===== src/hdl/cst_queue.sv =====
// Small register FIFO between the front end and the back end.
module cst_queue #(
    parameter int DW    = 16,
    parameter int DEPTH = 2
) (
    input  logic          aclk,
    input  logic          aresetn,
    input  logic          in_valid,
    output logic          in_ready,
    input  logic [DW-1:0] in_data,
    output logic          out_valid,
    input  logic          out_ready,
    output logic [DW-1:0] out_data
);

    localparam int PW = (DEPTH > 1) ? $clog2(DEPTH) : 1;
    localparam int NW = $clog2(DEPTH + 1);

    logic [DW-1:0] mem_reg [DEPTH];
    logic [PW-1:0] wr_ptr_reg, rd_ptr_reg;
    logic [NW-1:0] count_reg;
    logic          push, pop;

    assign in_ready  = (count_reg != NW'(DEPTH));
    assign out_valid = (count_reg != '0);
    assign out_data  = mem_reg[rd_ptr_reg];
    assign push      = in_valid & in_ready;
    assign pop       = out_valid & out_ready;

    always_ff @(posedge aclk) begin
        if (!aresetn) begin
            wr_ptr_reg <= '0;
            rd_ptr_reg <= '0;
            count_reg  <= '0;
        end else begin
            if (push) begin
                wr_ptr_reg <= (wr_ptr_reg == PW'(DEPTH - 1)) ? '0 : wr_ptr_reg + 1'b1;
            end
            if (pop) begin
                rd_ptr_reg <= (rd_ptr_reg == PW'(DEPTH - 1)) ? '0 : rd_ptr_reg + 1'b1;
            end
            if (push && !pop) begin
                count_reg <= count_reg + 1'b1;
            end else if (pop && !push) begin
                count_reg <= count_reg - 1'b1;
            end
        end
    end

    always_ff @(posedge aclk) begin
        if (push) begin
            mem_reg[wr_ptr_reg] <= in_data;
        end
    end

endmodule


===== config.mk =====
export PLATFORM = sky130hd
export DESIGN_NAME = cst_queue
export DESIGN_NICKNAME = d
export VERILOG_FILES = /design/src/hdl/cst_queue.sv
export SDC_FILE = /design/constraint.sdc
export NUM_CORES = 1
export LEC_CHECK = 0
export ABC_AREA = 1
export CAP_MARGIN = 20
export CORE_UTILIZATION = 48
export DETAILED_ROUTE_END_ITERATION = 12
export DONT_BUFFER_PORTS = 1
export PLACE_DENSITY = 0.74
export SYNTH_ARGS = -nofsm -noshare
export SYNTH_HDL_FRONTEND = slang
export SYNTH_SLANG_ARGS = --single-unit

===== constraint.sdc =====
create_clock -name aclk -period 2.9 [get_ports aclk]
set_clock_uncertainty 0.05 [all_clocks]
set_input_delay 0.435 -clock aclk [delete_from_list [all_inputs] [get_ports aclk]]
set_output_delay 0.435 -clock aclk [all_outputs]
set_load 0.1 [all_outputs]

=== After elaboration in Yosys (flattened, before gate mapping) ===
Memories as Yosys holds them, arrays and structs flattened. A register that Yosys moved wholly into a read port is not among the register bits.
Cells that the tools add are included.

* Register bits: 4
* Memory bits (writable): 32
* Output and inout port bits: 18
* Word-level logic and storage cells: 25
* Memories kept: 1

* Add/sub/neg operators: 4
* Equality and inequality tests: 1
* Multiplexer cells: 8
* Bitwise operators: 2
* Reduce and logical (&&, ||, !) cells: 6

{| class="wikitable"
|+ Memories
! name !! depth !! bits a word !! rd ports !! clocked after memory_dff !! write ports !! RTL line !! RTL
|-
| mem_reg || 2 || 16 || 1 || 1 || 1 || 19 || <nowiki>logic [DW-1:0] mem_reg [DEPTH];</nowiki>
|}

{| class="wikitable"
|+ Operator list
! operator !! number
|-
| 1-bit 2-to-1 mux || 6
|-
| 2-bit 2-to-1 mux || 2
|-
| 2-bit nonzero test || 2
|-
| 1-bit adder (second input constant) || 2
|-
| 2-bit by 1-bit adder with 2-bit output (second input constant) || 1
|-
| 1-bit AND || 2
|-
| 1-bit logical AND || 2
|-
| 1-bit logical NOT || 2
|-
| 2-bit != test (second input constant) || 1
|-
| 2-bit by 1-bit subtractor with 2-bit output (second input constant) || 1
|}

=== Logic depth before layout (Yosys ltp) ===
* Word-level depth: 6
* Mapped depth: 11
* Depth with buffers taken out: 11

=== Worst setup path after synthesis ===
Ideal clock, no wire load.

* Kind: register to register
* Start: reg count_reg[0]
* End: mem mem_reg[0][0] (enable)
* Library setup time: 0.389 ns
* Arrival time: 2.027 ns
* Required time: 2.461 ns
* Setup slack: 0.434 ns
* Cell stages (with the launch flop): 5
* Path buffers: 0
* Clock period less this slack: 2.466 ns
* Path through: dfxtp_1 > inv_2 > nand2_1 > nand2_1 > nor2_1

* Word-level cells in the longest chain between the ends: 4

{| class="wikitable"
|+ RTL lines
! what !! RTL line !! RTL
|-
| start: declaration || 21 || <nowiki>logic [NW-1:0] count_reg;</nowiki>
|-
| start signal: assignment || 43 || <nowiki>count_reg <= count_reg + 1'b1;</nowiki>
|-
| start signal: assignment || 45 || <nowiki>count_reg <= count_reg - 1'b1;</nowiki>
|-
| 2-bit != test || 24 || <nowiki>assign in_ready = (count_reg != NW'(DEPTH));</nowiki>
|-
| net in_ready || 9 || <nowiki>output logic in_ready,</nowiki>
|-
| 1-bit AND || 27 || <nowiki>assign push = in_valid & in_ready;</nowiki>
|-
| 1-bit 2-to-1 mux || 51 || <nowiki>if (push) begin</nowiki>
|-
| 1-bit 2-to-1 mux (not written as such) || 52 || <nowiki>mem_reg[wr_ptr_reg] <= in_data;</nowiki>
|-
| end: declaration || 19 ||
|}

The timed path passes the listed nets, and every way through them passes these cells.

==> run_results.csv <==
group,metric,value,unit
outcome,status,"complete, but fails checks",
outcome,failed_checks,"design-rule violations",
worst_setup_path,cp-start-kind,"register",
floorplan,die-area,0.00325,mm^2
grt,track_usage,13.9,%
final_layout,ff_latch_area,0.00106,mm^2
worst_setup_path,rrSetupSlack,1.06,ns
worst_setup_path,rr_endpoint,"mem_reg[1][14]$_DFFE_PP_",
worst_setup_path,required,2.41,ns
clock_tree,cts_buffers,5,
clock_tree,tritoncts,"done",
logic_synthesis,ys_types,16,
worst_setup_path,cp_max_fo,11,
route,firstDrtPassIters,8,
logic_synthesis,syn-instance-count,87,
floorplan,rows,19,
floorplan,floorplan.initialDensity,51.7,%
logic_synthesis,yosysWarnings,0,
clock_tree,clk_path_buf_depth,2,
sta,rsz0062_at_grt,"false",
route,drcViolationCount,8,
worst_setup_path,r2r-start,"count_reg[0]$_SDFFE_PN0P_",
clock_tree,insertion_delay,0.34,ns
logic_synthesis,yosysTopAreaCellShare,66.3,%
route,wl,1.99,mm
floorplan,die_width,57.0,um
logic_synthesis,synth_edf_count,32,
logic_synthesis,synth_nets,108,
clock_tree,htreeDepth,2,
clock_tree,clkTransAtPathRegs,0.11,ns
grt,grt_max_degree,14,
route,antenna_left,0,
logic_synthesis,synth_common_cells,"edfxtp_1 (32), mux2_4 (10), nand2_1 (9), nor2_1 (8), inv_1 (7)",
logic_synthesis,yosys.area.top_type,"edfxtp_1",
grt,overflow,0,
final_layout,diodes,0,
floorplan,core_area,0.00281,mm^2
final_layout,nFillCells,232,
grt,grt_pass1_vias,707,
min_path,hold_path_startpoint,"in_data[1]",
placement,io_buffers,0,
placement,place_ws,1.09,ns
sta,worst_slack,0.746,ns
job,maxCapViolations,0,
min_path,hold_end,"mem_reg[0][1]$_DFFE_PP_",
worst_setup_path,reg2reg_depth,5,
clock_tree,clock-sinks,37,
worst_setup_path,cp.arrival,1.67,ns
floorplan,die_h,57.0,um
sta,slew_viol_final,0,
logic_synthesis,async_flop_share,0,%
worst_setup_path,end_kind,"output pin",
logic_synthesis,synth.most_common_cell,"edfxtp_1",
clock_tree,hold_buffers,0,
floorplan,pin_count,38,
final_layout,largest_register_ffs,32,
logic_synthesis,ys.flop_type,"edfxtp_1",
sta,fin_crit_sh,74.3,%
placement,place.gp.congestion,0.625,
route,wl_per_cell,15.6,um
sta,finalHoldViolCount,0,
sta,slew_headroom,38.8,%
clock_tree,cts-resized-gates,0,
min_path,holdPathStages,0,
final_layout,syn_to_final_growth,8.37,%
final_layout,drive_gt1_share,29.9,%
placement,dpl_cell_area,0.00149,mm^2
logic_synthesis,synth_area_per_cell,16.7,um^2
grt,grt_pass1_wl,3.09,mm
route,vias,683,
logic_synthesis,yosys-top-cells-area,"edfxtp_1 (66%), mux2_4 (10%), dfxtp_1 (6.9%), mux2_2 (4.7%), nand2_1 (2.3%)",
worst_setup_path,critPathKind,"register to output pin",
final_layout,multiInputGateArea,328,um^2
sta,setup_tns,0,ns
min_path,hold_class,"input pin to register",
clock_tree,cts_root_buf,"clkbuf_4",
logic_synthesis,synth-seq-cells,37,
clock_tree,cts_setup_buffers,0,
final_layout,final_area,0.00157,mm^2
final_layout,nNetsFinal,117,
sta,period_needed,2.15,ns
sta,fmax,464,MHz
route,routed_via_density,5.34,
grt,antenna_found_initial,0,
sta,tightest_slew,0.915,ns
logic_synthesis,syn_area,0.00145,mm^2
logic_synthesis,synth-seq-area-share,73.2,%
route,drtIter0Drc,20,
placement,hpwl,1.42,mm
sta,setup_viol,0,
how the worst max path moves through the flow:
stage / to / startpoint / depth (start not counted)
after global placement: mem_reg[0][14]$_DFFE_PP_ / count_reg[0]$_SDFFE_PN0P_ / 5
after global routing: out_data[15] / register / 2
after CTS: out_data[15] / register / 2
after detailed placement: mem_reg[1][8]$_DFFE_PP_ / count_reg[0]$_SDFFE_PN0P_ / 5
final: out_data[15] / register / 2
after floorplan: mem_reg[0][0]$_DFFE_PP_ / count_reg[0]$_SDFFE_PN0P_ / 4
critical path, cell delays in order (launching register included):
cell,delay (ns)
dfxtp_1,0.46
buf_4,0.28
mux2_2,0.58
logic make-up after synthesis:
family	count (synthesis)	synth area share, %
AND/OR/NAND/NOR	19	5.18
adder cells (fa/ha/maj)	1	0.863
buffers and inverters	10	4.23
flip-flops	37	73.2
multiplexers	16	15.0
AO/OA/AOI/OAI	4	1.55
final cells by class:
cell class,count,area share [%]
inverter,8,1.91
clock inverter,3,2.95
timing repair buffer,4,1.91
tap,31,2.47
multi-input combinational,40,20.9
sequential,37,67.5
clock buffer,5,2.39
per-layer routing:
metal | vias up | global-route usage (%) | wire (um)
met3 | 6 | 9.52 | 208
met2 | 31 | 23.9 | 975
met4 | 0 | 9.06 | 36
met5 | - | 0 | 0
met1 | 316 | 11.3 | 772
li1 | 330 | - | -
stage by stage:
| stage | instances | util [%] | hold WS, ns |
|---|---|---|---|
| floorplan | 87 | - | 0.417 |
| global placement | 120 | 53.0 | 0.431 |
| detailed placement | 120 | 53.0 | 0.447 |
| CTS | 128 | 56.0 | 0.107 |
| global route | 128 | 56.0 | 0.0917 |
| finish | 128 | 56.0 | 0.129 |
layout by cell type, fill, tap and decap left out, types with 2 or more instances in the layout:
cell type | synthesis | layout
edfxtp_1 | 32 | 32
mux2_4 | 10 | 10
nand2_1 | 9 | 9
nor2_1 | 8 | 8
inv_1 | 7 | 7
mux2_2 | 6 | 6
dfxtp_1 | 5 | 5
clkbuf_4 | 0 | 5
buf_4 | 0 | 4
o21ai_0 | 2 | 2
Power is left out: the tool's default activity adds up to more than one toggle a clock period on the data nets, which glitch-free logic cannot reach.
