[src/hdl/cst_pkg.sv]
// Shared types and constants of the triangle stiffness block.
package cst_pkg;

    localparam int NODES       = 3;
    localparam int DOFS        = 6;
    localparam int IDX_W       = 3;
    localparam int ENTRY_W     = 64;
    localparam int CFG_IDX_W   = 3;
    localparam int OUT_TDATA_W = ((2 * IDX_W + ENTRY_W + 7) / 8) * 8;

    // material register indexes
    localparam logic [CFG_IDX_W-1:0] REG_D11 = 3'd0;
    localparam logic [CFG_IDX_W-1:0] REG_D12 = 3'd1;
    localparam logic [CFG_IDX_W-1:0] REG_D13 = 3'd2;
    localparam logic [CFG_IDX_W-1:0] REG_D22 = 3'd3;
    localparam logic [CFG_IDX_W-1:0] REG_D23 = 3'd4;
    localparam logic [CFG_IDX_W-1:0] REG_D33 = 3'd5;

    // status of the bit-serial multiplier
    typedef struct packed {
        logic busy;
        logic done;
    } mul_stat_t;

endpackage

[src/hdl/cst_mul.sv]
// Bit-serial signed multiplier: one multiplier bit per cycle, sign-magnitude.
module cst_mul #(
    parameter int AW = 32,
    parameter int BW = 33
) (
    input  logic                     aclk,
    input  logic                     aresetn,
    input  logic                     start,
    input  logic signed [AW-1:0]     a_in,
    input  logic signed [BW-1:0]     b_in,
    output cst_pkg::mul_stat_t       stat,
    output logic signed [AW+BW-1:0]  prod
);

    localparam int CW = $clog2(BW + 1);

    logic [AW-1:0]    mag_a_reg;
    logic [BW-1:0]    mag_b_reg;
    logic [AW+BW-1:0] acc_reg;
    logic             neg_reg;
    logic [CW-1:0]    cnt_reg;
    logic             done_reg;

    always_ff @(posedge aclk) begin
        if (!aresetn) begin
            cnt_reg  <= '0;
            done_reg <= 1'b0;
        end else begin
            done_reg <= 1'b0;
            if (start) begin
                cnt_reg <= CW'(BW);
            end else if (cnt_reg != '0) begin
                cnt_reg <= cnt_reg - 1'b1;
                if (cnt_reg == CW'(1)) begin
                    done_reg <= 1'b1;
                end
            end
        end
    end

    always_ff @(posedge aclk) begin
        if (start) begin
            mag_a_reg <= a_in[AW-1] ? AW'(-a_in) : AW'(a_in);
            mag_b_reg <= b_in[BW-1] ? BW'(-b_in) : BW'(b_in);
            neg_reg   <= a_in[AW-1] ^ b_in[BW-1];
            acc_reg   <= '0;
        end else if (cnt_reg != '0) begin
            // MSB first: shift the sum, add the multiplicand when the bit is set
            acc_reg   <= {acc_reg[AW+BW-2:0], 1'b0}
                         + (mag_b_reg[BW-1] ? {{BW{1'b0}}, mag_a_reg} : '0);
            mag_b_reg <= {mag_b_reg[BW-2:0], 1'b0};
        end
    end

    assign prod      = neg_reg ? $signed(-acc_reg) : $signed(acc_reg);
    assign stat.busy = (cnt_reg != '0);
    assign stat.done = done_reg;

endmodule

[src/hdl/cst_front.sv]
// Front end: takes a triangle, forms edge differences and the determinant.
module cst_front #(
    parameter  int W     = 32,
    localparam int REC_W = 9 * W + 10
) (
    input  logic             aclk,
    input  logic             aresetn,
    input  logic             in_valid,
    output logic             in_ready,
    input  logic [7*W-1:0]   in_fields,
    output logic             q_valid,
    input  logic             q_ready,
    output logic [REC_W-1:0] q_data
);

    localparam int W1   = W + 1;
    localparam int DETW = 2 * W + 3;

    typedef enum logic [3:0] {
        F_IDLE  = 4'b0001,
        F_START = 4'b0010,
        F_WAIT  = 4'b0100,
        F_PUSH  = 4'b1000
    } front_state_t;

    front_state_t state_reg, state_next;

    logic             hold_valid_reg;
    logic [7*W-1:0]   hold_reg;
    logic [1:0]       node_reg, node_next;
    logic signed [W-1:0]    x_reg [cst_pkg::NODES];
    logic signed [W1-1:0]   b_reg [cst_pkg::NODES];
    logic signed [W1-1:0]   c_reg [cst_pkg::NODES];
    logic [W-1:0]           thick_reg;
    logic signed [DETW-1:0] det_reg;
    logic [DETW-1:0]        det_mag;

    logic signed [W-1:0]  xin [cst_pkg::NODES];
    logic signed [W-1:0]  yin [cst_pkg::NODES];
    logic signed [W1-1:0] b_new [cst_pkg::NODES];
    logic signed [W1-1:0] c_new [cst_pkg::NODES];

    logic                     load;
    logic                     mul_start;
    cst_pkg::mul_stat_t       mstat;
    logic signed [2*W:0]      prod;

    // vertex unpack and edge differences b_i = y_j - y_k, c_i = x_k - x_j
    always_comb begin
        for (int i = 0; i < cst_pkg::NODES; i++) begin
            xin[i] = hold_reg[2*i*W +: W];
            yin[i] = hold_reg[(2*i+1)*W +: W];
        end
        for (int i = 0; i < cst_pkg::NODES; i++) begin
            b_new[i] = W1'(yin[(i+1)%3]) - W1'(yin[(i+2)%3]);
            c_new[i] = W1'(xin[(i+2)%3]) - W1'(xin[(i+1)%3]);
        end
    end

    assign in_ready  = !hold_valid_reg;
    assign load      = (state_reg == F_IDLE) && hold_valid_reg;
    assign mul_start = (state_reg == F_START);
    assign q_valid   = (state_reg == F_PUSH);
    assign det_mag   = det_reg[DETW-1] ? DETW'(-det_reg) : DETW'(det_reg);
    assign q_data    = {(det_reg == '0), det_mag, thick_reg,
                        c_reg[2], c_reg[1], c_reg[0], b_reg[2], b_reg[1], b_reg[0]};

    always_comb begin
        state_next = state_reg;
        node_next  = node_reg;
        case (state_reg)
            F_IDLE: begin
                if (hold_valid_reg) begin
                    node_next  = '0;
                    state_next = F_START;
                end
            end
            F_START: begin
                state_next = F_WAIT;
            end
            F_WAIT: begin
                if (mstat.done) begin
                    if (node_reg == 2'(cst_pkg::NODES - 1)) begin
                        state_next = F_PUSH;
                    end else begin
                        node_next  = node_reg + 1'b1;
                        state_next = F_START;
                    end
                end
            end
            F_PUSH: begin
                if (q_ready) begin
                    state_next = F_IDLE;
                end
            end
            default: begin
                state_next = F_IDLE;
            end
        endcase
    end

    always_ff @(posedge aclk) begin
        if (!aresetn) begin
            state_reg      <= F_IDLE;
            node_reg       <= '0;
            hold_valid_reg <= 1'b0;
        end else begin
            state_reg <= state_next;
            node_reg  <= node_next;
            if (in_valid && in_ready) begin
                hold_valid_reg <= 1'b1;
            end else if (load) begin
                hold_valid_reg <= 1'b0;
            end
        end
    end

    always_ff @(posedge aclk) begin
        if (in_valid && in_ready) begin
            hold_reg <= in_fields;
        end
        if (load) begin
            for (int i = 0; i < cst_pkg::NODES; i++) begin
                x_reg[i] <= xin[i];
                b_reg[i] <= b_new[i];
                c_reg[i] <= c_new[i];
            end
            thick_reg <= hold_reg[6*W +: W];
            det_reg   <= '0;
        end else if (state_reg == F_WAIT && mstat.done) begin
            det_reg <= det_reg + DETW'(prod);
        end
    end

    // det = sum x_i * b_i, one product per node
    cst_mul #(.AW(W), .BW(W1)) u_mul (
        .aclk    (aclk),
        .aresetn (aresetn),
        .start   (mul_start),
        .a_in    (x_reg[node_reg]),
        .b_in    (b_reg[node_reg]),
        .stat    (mstat),
        .prod    (prod)
    );

endmodule

[config.mk]
export PLATFORM = sky130hd
export DESIGN_NAME = cst_front
export DESIGN_NICKNAME = d
export VERILOG_FILES = /design/src/hdl/cst_pkg.sv /design/src/hdl/cst_mul.sv /design/src/hdl/cst_front.sv
export SDC_FILE = /design/constraint.sdc
export NUM_CORES = 2
export LEC_CHECK = 0
export CAP_MARGIN = 40
export CELL_PAD_IN_SITES_DETAIL_PLACEMENT = 0
export CELL_PAD_IN_SITES_GLOBAL_PLACEMENT = 1
export CORE_ASPECT_RATIO = 2
export CORE_MARGIN = 2
export CORE_UTILIZATION = 55
export DETAILED_ROUTE_END_ITERATION = 10
export DONT_BUFFER_PORTS = 1
export PLACE_DENSITY_LB_ADDON = 0.1
export SYNTH_ARGS = -nofsm -noshare
export SYNTH_HDL_FRONTEND = slang
export SYNTH_SLANG_ARGS = --single-unit
[constraint.sdc]
create_clock -name aclk -period 21.6 [get_ports aclk]
set_input_delay 4.32 -clock aclk [delete_from_list [all_inputs] [get_ports aclk]]
set_output_delay 4.32 -clock aclk [all_outputs]
set_load 0.05 [all_outputs]
Word-level counts from Yosys, hierarchy flattened

Memory sizes are Yosys's and may differ from the RTL's. A register that Yosys moved wholly into a read port is not among the register bits.
Index checks and enable logic that the tools add are counted.

Word-level logic and storage cells: 84
Memory bits (writable): 294
Memories kept: 3
Bits of input ports: 228
Output and inout bits: 300
Register bits: 468

Memory list:

| name  | words | bits a word | read ports | clocked after Yosys merged registers in | write ports | line            | text |
|---|---|---|---|---|---|---|---|
| b_reg | 3     | 33          | 4          | 1                                       | 3           | cst_front.sv:32 | `logic signed [W1-1:0] b_reg [cst_pkg::NODES];` |
| c_reg | 3     | 33          | 3          | 0                                       | 3           | cst_front.sv:33 | `logic signed [W1-1:0] c_reg [cst_pkg::NODES];` |
| x_reg | 3     | 32          | 1          | 1                                       | 3           | cst_front.sv:31 | `logic signed [W-1:0] x_reg [cst_pkg::NODES];` |

Reduce and logical (&&, ||, !) cells: 13
Muxes and demuxes: 27
Bitwise logic cells: 3
Eq/ne operators: 10
Add/sub/neg operators: 14

Operators by type and width:

| cell                                                                | count |
|---|---|
| 32-bit by 32-bit subtractor with 33-bit output                      | 6 |
| 33-bit 2-to-1 mux                                                   | 3 |
| 67-bit by 65-bit adder with 67-bit output                           | 1 |
| 67-bit logical NOT                                                  | 1 |
| 67-bit 2-to-1 mux                                                   | 1 |
| 67-bit negator                                                      | 1 |
| 65-bit adder                                                        | 1 |
| 65-bit 2-to-1 mux                                                   | 1 |
| 65-bit negator                                                      | 1 |
| 33-bit negator                                                      | 1 |
| 32-bit 2-to-1 mux                                                   | 1 |
| 32-bit negator                                                      | 1 |
| 31-bit 2-to-1 mux                                                   | 1 |
| 4-bit 2-to-1 mux                                                    | 4 |
| 4-bit case mux with 4 select lines                                  | 1 |
| 2-bit 2-to-1 mux                                                    | 7 |
| 6-bit 2-to-1 mux                                                    | 2 |
| 6-bit by 1-bit == test with 1-bit output (second input constant)    | 1 |
| 2-bit nonzero test                                                  | 3 |
| 6-bit nonzero test                                                  | 1 |
| 6-bit by 1-bit subtractor with 6-bit output (second input constant) | 1 |
| 1-bit 2-to-1 mux                                                    | 5 |
| 4-bit by 1-bit == test with 1-bit output (second input constant)    | 1 |
| 4-bit by 2-bit == test with 1-bit output (second input constant)    | 1 |
| 15 further kinds                                                    | 20 |

Logic depth before layout (Yosys ltp)

Word-level depth: 6
Depth in mapped cells: 22
Depth with buffers taken out: 21

Modules after synthesis

From an unflattened synthesis, not the netlist that was laid out.

Cells, all modules: 4512
Area, all modules: 45493.6 um2

By module, submodules not included:

| module    | area an instance (um2) | seq. area each (um2) | cells each | instances |
|---|---|---|---|---|
| cst_front | 35526.6                | 18037.3              | 3329       | 1 |
| cst_mul   | 9967.1                 | 3423.3               | 1183       | 1 |

Worst setup path after synthesis

Ideal clock, no wire load.

Path kind: input -> register
Start: in in_valid
End: reg hold_reg[0] (enable)
Buffers on the path: 0
Path slack: 6.792 ns
Arrival: 13.969 ns
Cell stages on the path: 1
Required time: 20.760 ns
Library setup time: 0.840 ns
Cell sequence: nor2b_1

Longest elaborated chain between the ends: 1

RTL lines:

| element                | line             | text |
|---|---|---|
| start: declaration     | cst_front.sv:8   | `input logic in_valid,` |
| 1-bit logical AND      | cst_front.sv:119 | `if (in_valid && in_ready) begin` |
| end signal: assignment | cst_front.sv:120 | `hold_reg <= in_fields;` |
| end: declaration       | cst_front.sv:29  | `logic [7*W-1:0] hold_reg;` |

Every way passes these cells.
A chain may end at the register's enable or synchronous reset.

Final worst setup path

Start: reg det_reg[12]
End: out q_data[289]

Longest elaborated chain between the ends: 2

RTL lines:

| element                  | line             | text |
|---|---|---|
| start: declaration       | cst_front.sv:35  | `logic signed [DETW-1:0] det_reg;` |
| start signal: assignment | cst_front.sv:131 | `det_reg <= det_reg + DETW'(prod);` |
| 67-bit negator           | cst_front.sv:64  | `assign det_mag = det_reg[DETW-1] ? DETW'(-det_reg) : DETW'(det_reg);` |
| 67-bit 2-to-1 mux        | cst_front.sv:64  |  |
| end: declaration         | cst_front.sv:13  | `output logic [REC_W-1:0] q_data` |

Every way passes these cells.

==> run_results.csv <==
group,metric,value,unit
drt,vias,33000,
drt,post_drt_via_cell_ratio,5.96,
critical_path,worstPathCellList,"nor4_1, nand2b_1, or2_1, or4_1, nor3b_1, and3_1, nand4_1, or3_1, o31ai_1, xnor2_2",
timing,tightest_slew,1.08,ns
synth,synth_area,0.0448,mm2
critical_path,worstSetupStartpointType,"flop",
grt,grt_first_pass_wirelength,192,mm
synth,post_synth_most_frequent_cells,"sky130_fd_sc_hd__edfxtp_1, sky130_fd_sc_hd__a21oi_1, sky130_fd_sc_hd__nand2_1, sky130_fd_sc_hd__xnor2_1, sky130_fd_sc_hd__ha_1",
timing,whs,0.416,ns
drt,routed_wire_length,129,mm
synth,synthDominantAreaCellType,"sky130_fd_sc_hd__edfxtp_1",
drt,antenna_violating_nets_post_route,0,
finish,finalNetCount,4949,
grt,grt_pass1_vias,33700,
drt,drt_iter0_markers,1786,
floorplanning,die_y_extent,408,um
synth,synth_top_flop_cell,"sky130_fd_sc_hd__edfxtp_1",
floorplanning,initial_utilization,55.2,%
floorplanning,row_count,148,
clock_tree,clk_root_buffer_cell,"sky130_fd_sc_hd__clkbuf_16",
critical_path,rrSetupSlack,14.78,ns
timing,setup_ws,12.21,ns
timing,final_setup_viols,0,
synth,synth_top_cell_area_share,41.3,%
drt,detail_route.wl_per_cell,23.3,um
synth,postSynthNetCount,4936,
clock_tree,cts-buffers-inserted,72,
clock_tree,holdBufCountCts,0,
clock_tree,cts.path.max_buffers,3,
timing,finalMaxSlewViolations,0,
finish,largest_register_ffs,224,
finish,nFillCells,6966,
power_and_ir_drop,power-per-cell-area,122,mW/mm2
synth,ys_async_sr_fraction,0,%
floorplanning,die_area,0.0839,mm2
grt,met3_usage,10.1,%
finish,area.sequential,0.0215,mm2
timing,fmax,0.106,GHz
clock_tree,postCtsResizedCells,0,
finish,multi_input_gate_area_in_the_final_layout,0.0217,mm2
floorplanning,boundaryPins,528,
critical_path,worst-path-max-fanout,7,
critical_path,worst_setup_path_end_kind,"output pin",
finish,final_layout_size_suffix_gt1_share,6.08,%
synth,postSynthRegisterBits,764,
floorplanning,dieWidth,206,um
clock_tree,cts_setup_buffers,0,
power_and_ir_drop,report.power.total,5970,uW
floorplanning,core-area,0.0811,mm2
critical_path,crit_type,"flop to output pin",
job,drv.max_cap_violation_count,0,
grt,globalRoute.busiestLayer,"met2",
critical_path,critical_path_required,17.28,ns
clock_tree,clkTransAtPathRegs,0.07,ns
critical_path,critical_path.n_buffers_inverters,0,
placed_design,place.gp.congestion,0.993,
timing,timing.max_slew.rel_slack,28.3,%
clock_tree,worstSkewPairLatency,0.67,ns
grt,grt_start_max_net_pins,164,
critical_path,cpMaxStageDelayCell,"sky130_fd_sc_hd__or3_1",
critical_path,worst_ep_arrival_time,5.07,ns
finish,area.growth.synth_to_final,9.24,%
placed_design,io_buffer_count,0,
timing,fin_crit,9.39,ns
synth,netlist_top_cells_area,"sky130_fd_sc_hd__edfxtp_1, sky130_fd_sc_hd__ha_1, sky130_fd_sc_hd__xnor2_1",
power_and_ir_drop,power.ir.vdd_worst,0.128,mV
clock_tree,total_clock_sinks,764,
timing,final.setup.tns,0,ns
drt,first_pass_iters,5,
timing,unrepaired_setup_endpoints_after_global_routing,"false",
grt,grtUsageTotal,30.6,%
grt,number_of_antenna_violations_at_the_first_check_in_global_routing,43,
clock_tree,htreeDepth,3,
synth,sequential_to_total_area_share_from_yosys_stat,47.9,%
synth,synth_enable_flop_cells,616,
grt,grt_use_met1,26.3,%
status,status,"completed",
critical_path,critical_path.top_delay_family,"simple AND/OR/NAND/NOR gates",
power_and_ir_drop,power.static_leakage,0.0197,uW
timing,post-route-period-util,43.5,%
critical_path,slowest_delay,0.57,ns
timing,timing.clock.skew,0.0207,ns
synth,synth.most_common_cell,"sky130_fd_sc_hd__edfxtp_1",
synth,syn_area_per_cell,10.2,um2
placed_design,preCtsSetupSlack,12.89,ns
drt,drc_errors,0,
placed_design,detailed_place_hpwl,102,mm
synth,synth.distinct_cells,84,
worst_hold_path,timing.hold.worst.class,"flop to flop",
grt,global_route.usage.met2,59.7,%
synth,synth_warnings,0,
clock_tree,cts_tree,"done",
timing,report.final.hold_viol_count,0,
grt,grt.overflow.total,0,
synth,synthesis.instances,4403,
[per-layer routing]
metal,vias up,wire (um)
li1,16000,-
met1,15600,39700
met2,908,71400
met3,374,9810
met4,60,7600
met5,-,407
[worst register-to-register path: stages (launching register included)]
cell and delay, ns:
sky130_fd_sc_hd__dfxtp_1 0.39, sky130_fd_sc_hd__or4_1 0.62, sky130_fd_sc_hd__or4_1 0.47, sky130_fd_sc_hd__or3_1 0.44
sky130_fd_sc_hd__nor2_1 0.56, sky130_fd_sc_hd__nand2_1 0.25, sky130_fd_sc_hd__o41ai_1 0.38, sky130_fd_sc_hd__xnor2_1 0.20
sky130_fd_sc_hd__ha_1 0.35, sky130_fd_sc_hd__a21oi_1 0.33, sky130_fd_sc_hd__o21ai_0 0.15, sky130_fd_sc_hd__a21oi_1 0.50
sky130_fd_sc_hd__nand2_1 0.36, sky130_fd_sc_hd__a211oi_1 0.68, sky130_fd_sc_hd__nor3_1 0.20, sky130_fd_sc_hd__a21boi_0 0.51
sky130_fd_sc_hd__nand3b_1 0.18, sky130_fd_sc_hd__o2111a_1 0.18
[cells by family after synthesis]
group                      after synthesis  share of synthesized area [%]
buffers and inverters                  452                           3.86
xor gates and xnor gates               462                           9.03
and+or+nand+nor                       1161                           12.4
adders and majority gates              305                           8.65
DFF                                    764                           47.9
AOI/OAI and AO/OA                     1190                           16.6
muxes                                   69                           1.55
[path summary, 6_finish.rpt]
kind / depth (start not counted) / to / from
worst min register to register: 0 / thick_reg[24] / hold_reg[216]
worst max register to register: 17 / det_reg[56] / u_mul.acc_reg[8]
worst min-delay path: 0 / thick_reg[24] / hold_reg[216]
worst max-delay path: 10 / q_data[289] / det_reg[12]
[cells in the final DEF, fill, tap and decap left out, types with 11 or more instances in the layout]
cell type	Yosys	layout
sky130_fd_sc_hd__nand3_1	86	86
sky130_fd_sc_hd__nand4_1	57	57
sky130_fd_sc_hd__a211oi_1	42	42
sky130_fd_sc_hd__o21a_1	47	47
sky130_fd_sc_hd__buf_4	3	84
sky130_fd_sc_hd__o31ai_1	53	53
sky130_fd_sc_hd__edfxtp_1	616	616
sky130_fd_sc_hd__nor4_1	14	13
sky130_fd_sc_hd__xnor2_2	0	11
sky130_fd_sc_hd__diode_2	0	12
sky130_fd_sc_hd__a21boi_0	11	11
sky130_fd_sc_hd__ha_1	297	297
sky130_fd_sc_hd__inv_1	294	292
sky130_fd_sc_hd__nand2b_1	41	41
sky130_fd_sc_hd__or3_1	28	28
sky130_fd_sc_hd__dfxtp_1	148	145
sky130_fd_sc_hd__o41ai_1	21	20
sky130_fd_sc_hd__mux2i_1	67	67
sky130_fd_sc_hd__clkinv_1	0	13
sky130_fd_sc_hd__or4_1	20	20
sky130_fd_sc_hd__nor2b_1	41	40
sky130_fd_sc_hd__nor3_1	51	51
sky130_fd_sc_hd__a21o_1	154	154
sky130_fd_sc_hd__xor2_1	121	121
sky130_fd_sc_hd__clkbuf_16	0	73
sky130_fd_sc_hd__and3_1	41	41
sky130_fd_sc_hd__a21oi_1	398	398
sky130_fd_sc_hd__o211ai_1	11	11
sky130_fd_sc_hd__nand2_1	391	389
sky130_fd_sc_hd__o21bai_1	39	39
sky130_fd_sc_hd__a31oi_1	30	30
sky130_fd_sc_hd__o21ai_0	271	269
sky130_fd_sc_hd__and2_1	53	52
sky130_fd_sc_hd__nor2_1	288	286
sky130_fd_sc_hd__xnor2_1	341	330
[final cells by class]
class,count,area share [%]
timing repair buffer,97,1.62
clock buffer,85,3.89
sequential,764,43.9
antenna,12,0.0614
tap,1050,2.68
inverter,294,2.27
clock inverter,47,1.17
multi-input combinational,3187,44.4
[power breakdown]
part	switching, uW	internal [uW]	total, uW
clock	603	752	1350
combinational	1250	740	1990
sequential	595	2030	2620
total	2450	3520	5970
[metrics by stage]
stage,std cells,cell area (um2),util (%)
finish,5536,48900,60.3
global route,5528,48900,60.3
CTS,5524,48900,60.3
detailed placement,5392,46400,57.2
floorplan,4403,44800,-
global placement,5339,46000,56.7
Note: power is estimated with default switching activity, not from simulation.
