===== config.mk =====
export PLATFORM = sky130hd
export DESIGN_NAME = cst_back
export DESIGN_NICKNAME = d
export VERILOG_FILES = /design/src/hdl/cst_pkg.sv /design/src/hdl/cst_mul.sv /design/src/hdl/cst_back.sv
export SDC_FILE = /design/constraint.sdc
export NUM_CORES = 2
export LEC_CHECK = 0
export BUFFER_PORTS_ARGS = -buffer_cell sky130_fd_sc_hd__buf_4
export CORE_MARGIN = 1
export CORE_UTILIZATION = 57
export CTS_CLUSTER_DIAMETER = 60
export DETAILED_ROUTE_END_ITERATION = 8
export GPL_ROUTABILITY_DRIVEN = 0
export PLACE_DENSITY_LB_ADDON = 0.12
export REMOVE_ABC_BUFFERS = 1
export SLEW_MARGIN = 10
export SYNTH_ARGS = -nofsm -noshare
export SYNTH_HDL_FRONTEND = slang
export SYNTH_SLANG_ARGS = --single-unit
export TNS_END_PERCENT = 100

===== constraint.sdc =====
create_clock -name aclk -period 12.8 [get_ports aclk]
set_input_delay 1.92 -clock aclk [delete_from_list [all_inputs] [get_ports aclk]]
set_output_delay 1.92 -clock aclk [all_outputs]
set_load 0.03 [all_outputs]

===== src/hdl/cst_pkg.sv =====
// Shared types and constants of the triangle stiffness block.
package cst_pkg;

    localparam int NODES       = 3;
    localparam int DOFS        = 6;
    localparam int IDX_W       = 3;
    localparam int ENTRY_W     = 64;
    localparam int CFG_IDX_W   = 3;
    localparam int OUT_TDATA_W = ((2 * IDX_W + ENTRY_W + 7) / 8) * 8;

    // material register indexes
    localparam logic [CFG_IDX_W-1:0] REG_D11 = 3'd0;
    localparam logic [CFG_IDX_W-1:0] REG_D12 = 3'd1;
    localparam logic [CFG_IDX_W-1:0] REG_D13 = 3'd2;
    localparam logic [CFG_IDX_W-1:0] REG_D22 = 3'd3;
    localparam logic [CFG_IDX_W-1:0] REG_D23 = 3'd4;
    localparam logic [CFG_IDX_W-1:0] REG_D33 = 3'd5;

    // status of the bit-serial multiplier
    typedef struct packed {
        logic busy;
        logic done;
    } mul_stat_t;

endpackage


===== src/hdl/cst_mul.sv =====
// Bit-serial signed multiplier: one multiplier bit per cycle, sign-magnitude.
module cst_mul #(
    parameter int AW = 32,
    parameter int BW = 33
) (
    input  logic                     aclk,
    input  logic                     aresetn,
    input  logic                     start,
    input  logic signed [AW-1:0]     a_in,
    input  logic signed [BW-1:0]     b_in,
    output cst_pkg::mul_stat_t       stat,
    output logic signed [AW+BW-1:0]  prod
);

    localparam int CW = $clog2(BW + 1);

    logic [AW-1:0]    mag_a_reg;
    logic [BW-1:0]    mag_b_reg;
    logic [AW+BW-1:0] acc_reg;
    logic             neg_reg;
    logic [CW-1:0]    cnt_reg;
    logic             done_reg;

    always_ff @(posedge aclk) begin
        if (!aresetn) begin
            cnt_reg  <= '0;
            done_reg <= 1'b0;
        end else begin
            done_reg <= 1'b0;
            if (start) begin
                cnt_reg <= CW'(BW);
            end else if (cnt_reg != '0) begin
                cnt_reg <= cnt_reg - 1'b1;
                if (cnt_reg == CW'(1)) begin
                    done_reg <= 1'b1;
                end
            end
        end
    end

    always_ff @(posedge aclk) begin
        if (start) begin
            mag_a_reg <= a_in[AW-1] ? AW'(-a_in) : AW'(a_in);
            mag_b_reg <= b_in[BW-1] ? BW'(-b_in) : BW'(b_in);
            neg_reg   <= a_in[AW-1] ^ b_in[BW-1];
            acc_reg   <= '0;
        end else if (cnt_reg != '0) begin
            // MSB first: shift the sum, add the multiplicand when the bit is set
            acc_reg   <= {acc_reg[AW+BW-2:0], 1'b0}
                         + (mag_b_reg[BW-1] ? {{BW{1'b0}}, mag_a_reg} : '0);
            mag_b_reg <= {mag_b_reg[BW-2:0], 1'b0};
        end
    end

    assign prod      = neg_reg ? $signed(-acc_reg) : $signed(acc_reg);
    assign stat.busy = (cnt_reg != '0);
    assign stat.done = done_reg;

endmodule


===== src/hdl/cst_back.sv =====
// Back end: forms B^T D B per entry, scales by thickness, divides, emits.
module cst_back #(
    parameter  int W         = 32,
    parameter  int FRAC_BITS = 16,
    localparam int REC_W     = 9 * W + 10
) (
    input  logic                                aclk,
    input  logic                                aresetn,
    input  logic                                q_valid,
    output logic                                q_ready,
    input  logic [REC_W-1:0]                    q_data,
    input  logic [6*W-1:0]                      d_mat,
    output logic                                m_tvalid,
    input  logic                                m_tready,
    output logic [cst_pkg::OUT_TDATA_W-1:0]     m_tdata,
    output logic                                m_tlast,
    output logic                                m_tuser
);

    localparam int W1    = W + 1;
    localparam int DETW  = 2 * W + 3;
    localparam int EW    = 2 * W + 3;
    localparam int SW    = 3 * W + 6;
    localparam int AW    = SW;
    localparam int PW    = AW + W1;
    localparam int QW    = cst_pkg::ENTRY_W;
    localparam int SH_N  = (2 * FRAC_BITS < 32) ? 32 - 2 * FRAC_BITS : 0;
    localparam int SH_D  = (2 * FRAC_BITS > 32) ? 2 * FRAC_BITS - 32 : 0;
    localparam int NMW   = PW + SH_N;
    localparam int DENW  = DETW + 1 + SH_D;
    localparam int RW    = ((NMW > DENW + QW) ? NMW : DENW + QW) + 1;
    localparam int CNT_W = $clog2(QW + 1);
    localparam int PAD_W = cst_pkg::OUT_TDATA_W - 2 * cst_pkg::IDX_W - QW;
    localparam logic [cst_pkg::IDX_W-1:0] LAST_IDX = cst_pkg::IDX_W'(cst_pkg::DOFS - 1);

    typedef enum logic [9:0] {
        B_IDLE    = 10'b0000000001,
        B_RSTART  = 10'b0000000010,
        B_RWAIT   = 10'b0000000100,
        B_ESTART  = 10'b0000001000,
        B_EWAIT   = 10'b0000010000,
        B_TSTART  = 10'b0000100000,
        B_TWAIT   = 10'b0001000000,
        B_DIVINIT = 10'b0010000000,
        B_DIV     = 10'b0100000000,
        B_EMIT    = 10'b1000000000
    } back_state_t;

    back_state_t state_reg, state_next;
    logic [cst_pkg::IDX_W-1:0] row_reg, row_next, col_reg, col_next, t_reg, t_next;
    logic [CNT_W-1:0]          bit_cnt_reg, bit_cnt_next;

    logic signed [W1-1:0]  b_reg [cst_pkg::NODES];
    logic signed [W1-1:0]  c_reg [cst_pkg::NODES];
    logic [W-1:0]          thick_reg;
    logic [DETW-1:0]       detmag_reg;
    logic                  degen_reg;
    logic signed [EW-1:0]  e_reg [3];
    logic signed [SW-1:0]  s_reg;
    logic [RW-1:0]         rem_reg, ds_reg;
    logic [QW-1:0]         quo_reg;
    logic                  big_reg, neg_reg;

    logic                  m_tvalid_reg;

    logic                  in_row, in_thick, odd, term;
    logic [1:0]            node, krow, lsel;
    logic [cst_pkg::CFG_IDX_W-1:0] dsel;
    logic [W-1:0]          d_val;
    logic signed [W1-1:0]  cval;
    logic signed [AW-1:0]  mul_a;
    logic signed [W1-1:0]  mul_b;
    logic                  mul_start;
    cst_pkg::mul_stat_t    mstat;
    logic signed [PW-1:0]  prod;
    logic [PW-1:0]         n_mag;
    logic [RW-1:0]         nm, den, diff;
    logic                  geq;
    logic [QW-1:0]         val;
    logic                  emit_go;

    // operand selection: row phase forms e = D col_i, entry phase col_j . e
    assign in_row   = (state_reg == B_RSTART) || (state_reg == B_RWAIT);
    assign in_thick = (state_reg == B_TSTART) || (state_reg == B_TWAIT);
    assign node     = in_row ? row_reg[2:1] : col_reg[2:1];
    assign odd      = in_row ? row_reg[0] : col_reg[0];
    assign term     = t_reg[0];
    assign krow     = t_reg[2:1];
    assign lsel     = term ? 2'd2 : (odd ? 2'd1 : 2'd0);
    assign cval     = (term ^ odd) ? c_reg[node] : b_reg[node];

    // symmetric D: pick the stored entry for (k, l)
    always_comb begin
        case ({krow, lsel})
            {2'd0, 2'd0}:                 dsel = cst_pkg::REG_D11;
            {2'd0, 2'd1}, {2'd1, 2'd0}:   dsel = cst_pkg::REG_D12;
            {2'd0, 2'd2}, {2'd2, 2'd0}:   dsel = cst_pkg::REG_D13;
            {2'd1, 2'd1}:                 dsel = cst_pkg::REG_D22;
            {2'd1, 2'd2}, {2'd2, 2'd1}:   dsel = cst_pkg::REG_D23;
            {2'd2, 2'd2}:                 dsel = cst_pkg::REG_D33;
            default:                      dsel = cst_pkg::REG_D11;
        endcase
    end
    assign d_val = d_mat[dsel*W +: W];

    assign mul_a = in_row   ? AW'($signed(d_val)) :
                   in_thick ? s_reg : AW'(e_reg[lsel]);
    assign mul_b = in_thick ? $signed({1'b0, thick_reg}) : cval;
    assign mul_start = (state_reg == B_RSTART) || (state_reg == B_ESTART)
                       || (state_reg == B_TSTART);

    // divider setup and step
    assign n_mag = prod[PW-1] ? PW'(-prod) : PW'(prod);
    assign nm    = RW'(n_mag) << SH_N;
    assign den   = RW'(detmag_reg) << (1 + SH_D);
    assign geq   = (rem_reg >= ds_reg);
    assign diff  = rem_reg - ds_reg;

    // saturate to signed 64 bits
    always_comb begin
        if (degen_reg) begin
            val = '0;
        end else if (neg_reg) begin
            if (big_reg || (quo_reg[QW-1] && (quo_reg[QW-2:0] != '0))) begin
                val = {1'b1, {(QW-1){1'b0}}};
            end else begin
                val = -quo_reg;
            end
        end else begin
            if (big_reg || quo_reg[QW-1]) begin
                val = {1'b0, {(QW-1){1'b1}}};
            end else begin
                val = quo_reg;
            end
        end
    end

    assign q_ready = (state_reg == B_IDLE);
    assign emit_go = (state_reg == B_EMIT) && (!m_tvalid_reg || m_tready);

    always_comb begin
        state_next   = state_reg;
        row_next     = row_reg;
        col_next     = col_reg;
        t_next       = t_reg;
        bit_cnt_next = bit_cnt_reg;
        case (state_reg)
            B_IDLE: begin
                if (q_valid) begin
                    row_next   = '0;
                    col_next   = '0;
                    t_next     = '0;
                    state_next = q_data[REC_W-1] ? B_EMIT : B_RSTART;
                end
            end
            B_RSTART: state_next = B_RWAIT;
            B_RWAIT: begin
                if (mstat.done) begin
                    if (t_reg == LAST_IDX) begin
                        t_next     = '0;
                        state_next = B_ESTART;
                    end else begin
                        t_next     = t_reg + 1'b1;
                        state_next = B_RSTART;
                    end
                end
            end
            B_ESTART: state_next = B_EWAIT;
            B_EWAIT: begin
                if (mstat.done) begin
                    if (term) begin
                        t_next     = '0;
                        state_next = B_TSTART;
                    end else begin
                        t_next     = t_reg + 1'b1;
                        state_next = B_ESTART;
                    end
                end
            end
            B_TSTART: state_next = B_TWAIT;
            B_TWAIT: begin
                if (mstat.done) begin
                    state_next = B_DIVINIT;
                end
            end
            B_DIVINIT: begin
                bit_cnt_next = CNT_W'(QW);
                state_next   = B_DIV;
            end
            B_DIV: begin
                bit_cnt_next = bit_cnt_reg - 1'b1;
                if (bit_cnt_reg == CNT_W'(1)) begin
                    state_next = B_EMIT;
                end
            end
            B_EMIT: begin
                if (emit_go) begin
                    if (col_reg == LAST_IDX) begin
                        col_next = '0;
                        if (row_reg == LAST_IDX) begin
                            state_next = B_IDLE;
                        end else begin
                            row_next   = row_reg + 1'b1;
                            state_next = degen_reg ? B_EMIT : B_RSTART;
                        end
                    end else begin
                        col_next   = col_reg + 1'b1;
                        state_next = degen_reg ? B_EMIT : B_ESTART;
                    end
                end
            end
            default: state_next = B_IDLE;
        endcase
    end

    always_ff @(posedge aclk) begin
        if (!aresetn) begin
            state_reg    <= B_IDLE;
            row_reg      <= '0;
            col_reg      <= '0;
            t_reg        <= '0;
            bit_cnt_reg  <= '0;
            m_tvalid_reg <= 1'b0;
        end else begin
            state_reg   <= state_next;
            row_reg     <= row_next;
            col_reg     <= col_next;
            t_reg       <= t_next;
            bit_cnt_reg <= bit_cnt_next;
            if (emit_go) begin
                m_tvalid_reg <= 1'b1;
            end else if (m_tready) begin
                m_tvalid_reg <= 1'b0;
            end
        end
    end

    always_ff @(posedge aclk) begin
        case (state_reg)
            B_IDLE: begin
                if (q_valid) begin
                    for (int i = 0; i < cst_pkg::NODES; i++) begin
                        b_reg[i] <= q_data[i*W1 +: W1];
                        c_reg[i] <= q_data[(3+i)*W1 +: W1];
                    end
                    thick_reg  <= q_data[6*W1 +: W];
                    detmag_reg <= q_data[6*W1+W +: DETW];
                    degen_reg  <= q_data[REC_W-1];
                end
            end
            B_RWAIT: begin
                if (mstat.done) begin
                    e_reg[krow] <= term ? e_reg[krow] + $signed(prod[EW-1:0])
                                        : $signed(prod[EW-1:0]);
                end
            end
            B_EWAIT: begin
                if (mstat.done) begin
                    s_reg <= term ? s_reg + $signed(prod[SW-1:0])
                                  : $signed(prod[SW-1:0]);
                end
            end
            B_DIVINIT: begin
                rem_reg <= nm;
                ds_reg  <= den << (QW - 1);
                quo_reg <= '0;
                big_reg <= (nm >= (den << QW));
                neg_reg <= prod[PW-1];
            end
            B_DIV: begin
                if (geq) begin
                    rem_reg <= diff;
                end
                quo_reg <= {quo_reg[QW-2:0], geq};
                ds_reg  <= ds_reg >> 1;
            end
            default: begin
            end
        endcase
        if (emit_go) begin
            m_tdata <= {{PAD_W{1'b0}}, val, col_reg, row_reg};
            m_tlast <= (row_reg == LAST_IDX) && (col_reg == LAST_IDX);
            m_tuser <= degen_reg;
        end
    end

    assign m_tvalid = m_tvalid_reg;

    cst_mul #(.AW(AW), .BW(W1)) u_mul (
        .aclk    (aclk),
        .aresetn (aresetn),
        .start   (mul_start),
        .a_in    (mul_a),
        .b_in    (mul_b),
        .stat    (mstat),
        .prod    (prod)
    );

    a_div_cnt_in_div: assert property (@(posedge aclk) disable iff (!aresetn)
        (bit_cnt_reg != '0) |-> (state_reg == B_DIV))
        else $error("divide counter running outside divide");

    a_mul_not_busy: assert property (@(posedge aclk) disable iff (!aresetn)
        mul_start |-> !mstat.busy)
        else $error("multiplier restarted while busy");

    a_degen_zero: assert property (@(posedge aclk) disable iff (!aresetn)
        (m_tvalid_reg && m_tuser) |-> (m_tdata[2*cst_pkg::IDX_W +: QW] == '0))
        else $error("degenerate entry with nonzero value");

endmodule


Yosys cells after proc, flatten, opt, wreduce, memory -nomap -nowiden --
Memories as Yosys holds them, arrays and structs flattened. A register that Yosys moved wholly into a read port is not among the register bits. Cells that the tools add are included.
Word-level totals: output and inout port bits 76, register bits after elaboration 917, memory bits (writable) 399, bits in read-only memories 48, memories 4, input port bits 494, word-level logic and storage cells 168
Memories:
- e_reg | words 3, bits a word 67, read ports 2, clocked after Yosys merged registers in 1, wr ports 1, RTL line cst_back.sv:58 | logic signed [EW-1:0] e_reg [3];
- b_reg | words 3, bits a word 33, read ports 1, clocked after Yosys merged registers in 0, wr ports 3, RTL line cst_back.sv:53 | logic signed [W1-1:0] b_reg [cst_pkg::NODES];
- c_reg | words 3, bits a word 33, read ports 1, clocked after Yosys merged registers in 0, wr ports 3, RTL line cst_back.sv:54 | logic signed [W1-1:0] c_reg [cst_pkg::NODES];
- (name not given) | words 16, bits a word 3, read ports 1, clocked after Yosys merged registers in 0, wr ports 0, RTL line cst_back.sv:94 | case ({krow, lsel})
Cells by class: equal/unequal tests 24, order comparisons 2, shift-type cells 1, bitwise operators 4, add/subtract/negate cells 14, mux-type cells 65, reductions and logical operators 27
Operators with widths (number):
- $pmux 136 s2 | 2
- $mux 102 | 4
- $mux 135 | 2
- $neg 135->135 | 2
- $mux 64 | 3
- $shiftx 192x9->32 | 1
- $mux 33 | 5
- $ge 136x136->1 | 1
- $mux 136 | 1
- $sub 136x136->136 | 1
- $add 135x135->135 | 1
- $ge 135x132->1 | 1
- $pmux 64 s2 | 1
- $mux 10 | 11
- $add 102x102->102 | 1
- $neg 102->102 | 1
- $mux 101 | 1
- $pmux 10 s10 | 1
- $add 67x67->67 | 1
- $mux 67 | 1
- $neg 64->64 | 1
- $reduce_bool 63->1 | 1
- $neg 33->33 | 1
- $mux 3 | 10
- 40 further kinds | 82

Depth between registers and ports, before layout --
An unclocked memory read counts as a cell.
word-level depth 10, mapped depth 36, depth with buffers taken out 30

Hierarchy --
From an unflattened synthesis, not the netlist that was laid out.
Second synthesis, totals: cells, all modules 10409, area total of the unflattened synthesis 93006.7 um2
By module, submodules not included:
- cst_back | seq. area each 30789.5 um2, area each 70168.5 um2, cells each 7539, times used 1
- cst_mul | seq. area each 6926.6 um2, area each 22838.2 um2, cells each 2870, times used 1

Worst setup path after synthesis --
No wires, ideal clock.
path type reg2reg, start point reg rem_reg[34], end point reg rem_reg[0], enable pin, path buffers 1, data required time 11.981 ns, setup time 0.819 ns, cell stages (with the launch flop) 16, arrival time 13.191 ns, slack -1.210 ns, period minus slack after synthesis 14.010 ns, path through edfxtp_1 > ha_1 > clkbuf_1 > nand4_1 > or3_1 > or4_1 > or3_1 > o211a_1 > o31ai_1 > a21o_1 > a31oi_1 > o21ai_0 > a21oi_1 > o31ai_1 > a2111oi_0 > o21ai_0
On the way: cells in the longest elaborated chain, start to end 3
RTL lines:
- start, declared | RTL line cst_back.sv:60 | logic [RW-1:0] rem_reg, ds_reg;
- start signal, assigned | RTL line cst_back.sv:264 | rem_reg <= nm;
- start signal, assigned | RTL line cst_back.sv:272 | rem_reg <= diff;
- $ge 136x136->1 | RTL line cst_back.sv:116 | assign geq = (rem_reg >= ds_reg);
- $ne 2x2->1 (no source line)
- $reduce_and 2->1 (no source line)
Every way passes these cells. A chain may end at the register's enable or synchronous reset.

Worst setup path in the final report --
start point reg u_mul.acc_reg[0], end point reg big_reg, data pin
On the way: cells in the longest elaborated chain, start to end 5
RTL lines:
- start, declared | RTL line cst_mul.sv:19 | logic [AW+BW-1:0] acc_reg;
- start signal, assigned | RTL line cst_mul.sv:49 | acc_reg <= {acc_reg[AW+BW-2:0], 1'b0}
- $neg 135->135 | RTL line cst_mul.sv:55 | assign prod = neg_reg ? $signed(-acc_reg) : $signed(acc_reg);
- $mux 135 (*) | RTL line cst_mul.sv:55
- $neg 135->135 | RTL line cst_back.sv:113 | assign n_mag = prod[PW-1] ? PW'(-prod) : PW'(prod);
- $mux 135 (*) | RTL line cst_back.sv:113
- $ge 135x132->1 (*) | RTL line cst_back.sv:267 | big_reg <= (nm >= (den << QW));
- end signal, assigned | RTL line cst_back.sv:267
- end, declared | RTL line cst_back.sv:62 | logic big_reg, neg_reg;
Mark *: on every way between the ends. The rest lies on a longest branch, timed or not.

==> summary.txt <==
Die Y: 419 um
ys flop type: edfxtp_1
worst min path class: register to register
leakage: 42.6 nW
Place WS: 3150 ps
row count: 152
final worst slack: 2760 ps
I/O Buffers: 567
main combinational cell family by area after synthesis: compound AO/OA/AOI/OAI gates
Clock Tree Buf Depth: 3
Worst EP required: 13480 ps
DP Area: 0.105 mm2
syn_area_per_cell: 8.75 um2
Hold Path Stages: 1
CP bufs+invs: 1
Worst path max stage delay: 750 ps
Synth Area in Compound Gates: 0.216
initial core utilization: 0.575
RSZ-0062 raised after global routing: false
commonest cells after routing, fill and taps aside: nand2_1, edfxtp_1, a21oi_1
drt first pass iters: 9
wire per inst: 23.5 um
sequential area share after synthesis: 0.381
Remaining Overflow, GRT: 0
worst hold endpoint: bit_cnt_reg[5]
fraction of the mapped netlist area in simple logic gates: 0.188
largest cells by area after synthesis: edfxtp_1, ha_1, a21oi_1, o21ai_0, nand2_1
area leader, netlist: edfxtp_1
Post CTS Setup Buffer Count: 0
vias in the first global route: 85100
Hold Fails Final Rpt: 0
endpoint class of the critical path: register
Global Route Usage Sum: 0.361
failing checks: design-rule violations
CTS-repair resized insts: 0
power per cell area: 202 mW/mm2
worst reg2reg path depth: 26
end of the worst register-to-register path: big_reg
total wire length: 328000 um
Post-Synth Adder-Cell Area: 0.0616
FF+latch count, synth: 1313
CTS tree: yes
XOR/XNOR Fraction of Synth Area: 0.0688
routed vias: 91600
largest net degree at the start of global routing: 190
Boundary Pins: 570
CTS sink cnt: 1313
Final Instance Area: 0.110 mm2
H-tree levels: 4
setup slack, reg-to-reg: 2760 ps
# nets final: 12500
clk slew on worst S/H paths: 60 ps
Final setup viols: 0
Rel. slew slack: 0.124
max FFs per register: 201
worst-path fanout max: 15
fin crit period: 10040 ps
Setup CP Type: register to register
CTS buffer count: 159
drt drc: 3
CP Data Arrival Time: 10720 ps
Pins Over Slew Limit: 0
CP Launch Type: register
core area: 0.172 mm2
Final Cycle Share: 0.784
hold path start: bit_cnt_reg[5]
worst reg2reg startpoint: u_mul.acc_reg[0]
die area: 0.175 mm2
initial antenna violation count: 6
synthesized cell area: 0.0990 mm2
Max Freq: 0.0996 GHz
mux cell area share after synthesis: 0.0396
Synth Warn #: 0
commonest non-fill, non-tap cell in the layout: nand2_1
Async S/R FF share, synth: 0
CTS root buf: clkbuf_16
Initial DRC Count: 13200
synth-to-layout area growth: 11.3%
dpl hpwl: 245000 um
chip width: 419 um
max cap viols: 0
Via-to-Cell Ratio: 6.58
Unique masters post-synth: 120
share of cells above drive strength 1: 0.106
CP max-delay cell: nand4_1
Worst-Skew Late Latency: 860 ps
Peak supply drop: 0.160 mV
top-area cell type share of the netlist area: 0.346
first-pass GRT wire length: 495000 um
Post-synth EDFFs: 1142
Worst-Margin Slew: 1300 ps
Tot Pwr: 22.3 mW
CTS Hold Bufs: 0
status: finished, violations left
Post-Syn Instances: 11300
post-route ant nets: 0
delay-heaviest family, CP: simple AND/OR/NAND/NOR gates
worst clock skew: 49.4 ps
[how the worst max path moves through the flow]
| stage | start | endpoint | slack [ps] | depth (start not counted) |
|---|---|---|---|---|
| finish | u_mul.acc_reg[0] | big_reg | 2760 | 26 |
| global placement | u_mul.acc_reg[0] | big_reg | 3330 | 26 |
| detailed placement | u_mul.acc_reg[0] | big_reg | 3150 | 26 |
| global route | u_mul.acc_reg[0] | big_reg | 2320 | 26 |
| floorplan | t_reg[0] | u_mul.mag_a_reg[98] | -11720 | 16 |
| CTS | u_mul.acc_reg[0] | big_reg | 3100 | 26 |
[logic make-up after synthesis]
group                      Yosys count
DFF                               1313
xor gates and xnor gates           774
other                                1
muxes                              343
adders and majority gates          485
buffers and inverters             1144
AOI/OAI and AO/OA                 3448
and+or+nand+nor                   3801
[cells in the mapped netlist (93+ instances only)]
cell type / instances
a31oi_1: 157
nand2b_1: 97
o21ai_0: 921
nand2_1: 1208
or3_1: 99
ha_1: 481
clkbuf_1: 576
and2_1: 220
a211oi_1: 132
mux2i_1: 256
dfxtp_1: 171
xor2_1: 295
nor4_1: 117
nor2_1: 908
nand4_1: 194
a21o_1: 389
o21bai_1: 93
o31ai_1: 101
edfxtp_1: 1142
xnor2_1: 475
nor2b_1: 108
inv_1: 424
nand3_1: 209
nor3_1: 248
a21oi_1: 1004
[per-stage QoR]
stage | TNS [ps] | utilization | hold WS, ps | cells
5_1_grt | 0 | 0.640 | 512 | 13900
6_report | 0 | 0.640 | 494 | 13900
2_1_floorplan | -2589410 | - | 442 | 10600
4_1_cts | 0 | 0.640 | 491 | 13900
3_3_place_gp | 0 | 0.609 | 468 | 13600
3_5_place_dp | 0 | 0.609 | 468 | 13600
[power breakdown]
part           switching (mW)  total [mW]  internal, mW
combinational            7.08        11.2          4.10
sequential              0.709        6.42          5.71
clock                    1.97        4.68          2.71
total                    9.76        22.3          12.5
[layer usage]
layer | global-route usage | vias up | wire length [um]
met2 | 0.541 | 5452 | 140000
met1 | 0.491 | 43100 | 130000
met5 | 0 | - | 47
li1 | - | 42000 | -
met4 | 0.167 | 6 | 16900
met3 | 0.0902 | 1008 | 40200
[final cells by class]
cell class | instances | area [um2]
diodes | 2 | 5.00
clock buffers | 185 | 4100
clock inverters | 112 | 1310
fillers | 14300 | 61900
inverters | 428 | 1620
multi-input cells | 8853 | 57100
flip-flops and latches | 1313 | 37700
well taps | 2310 | 2890
repair buffers | 718 | 5440
(Power assumes the default switching activity.)
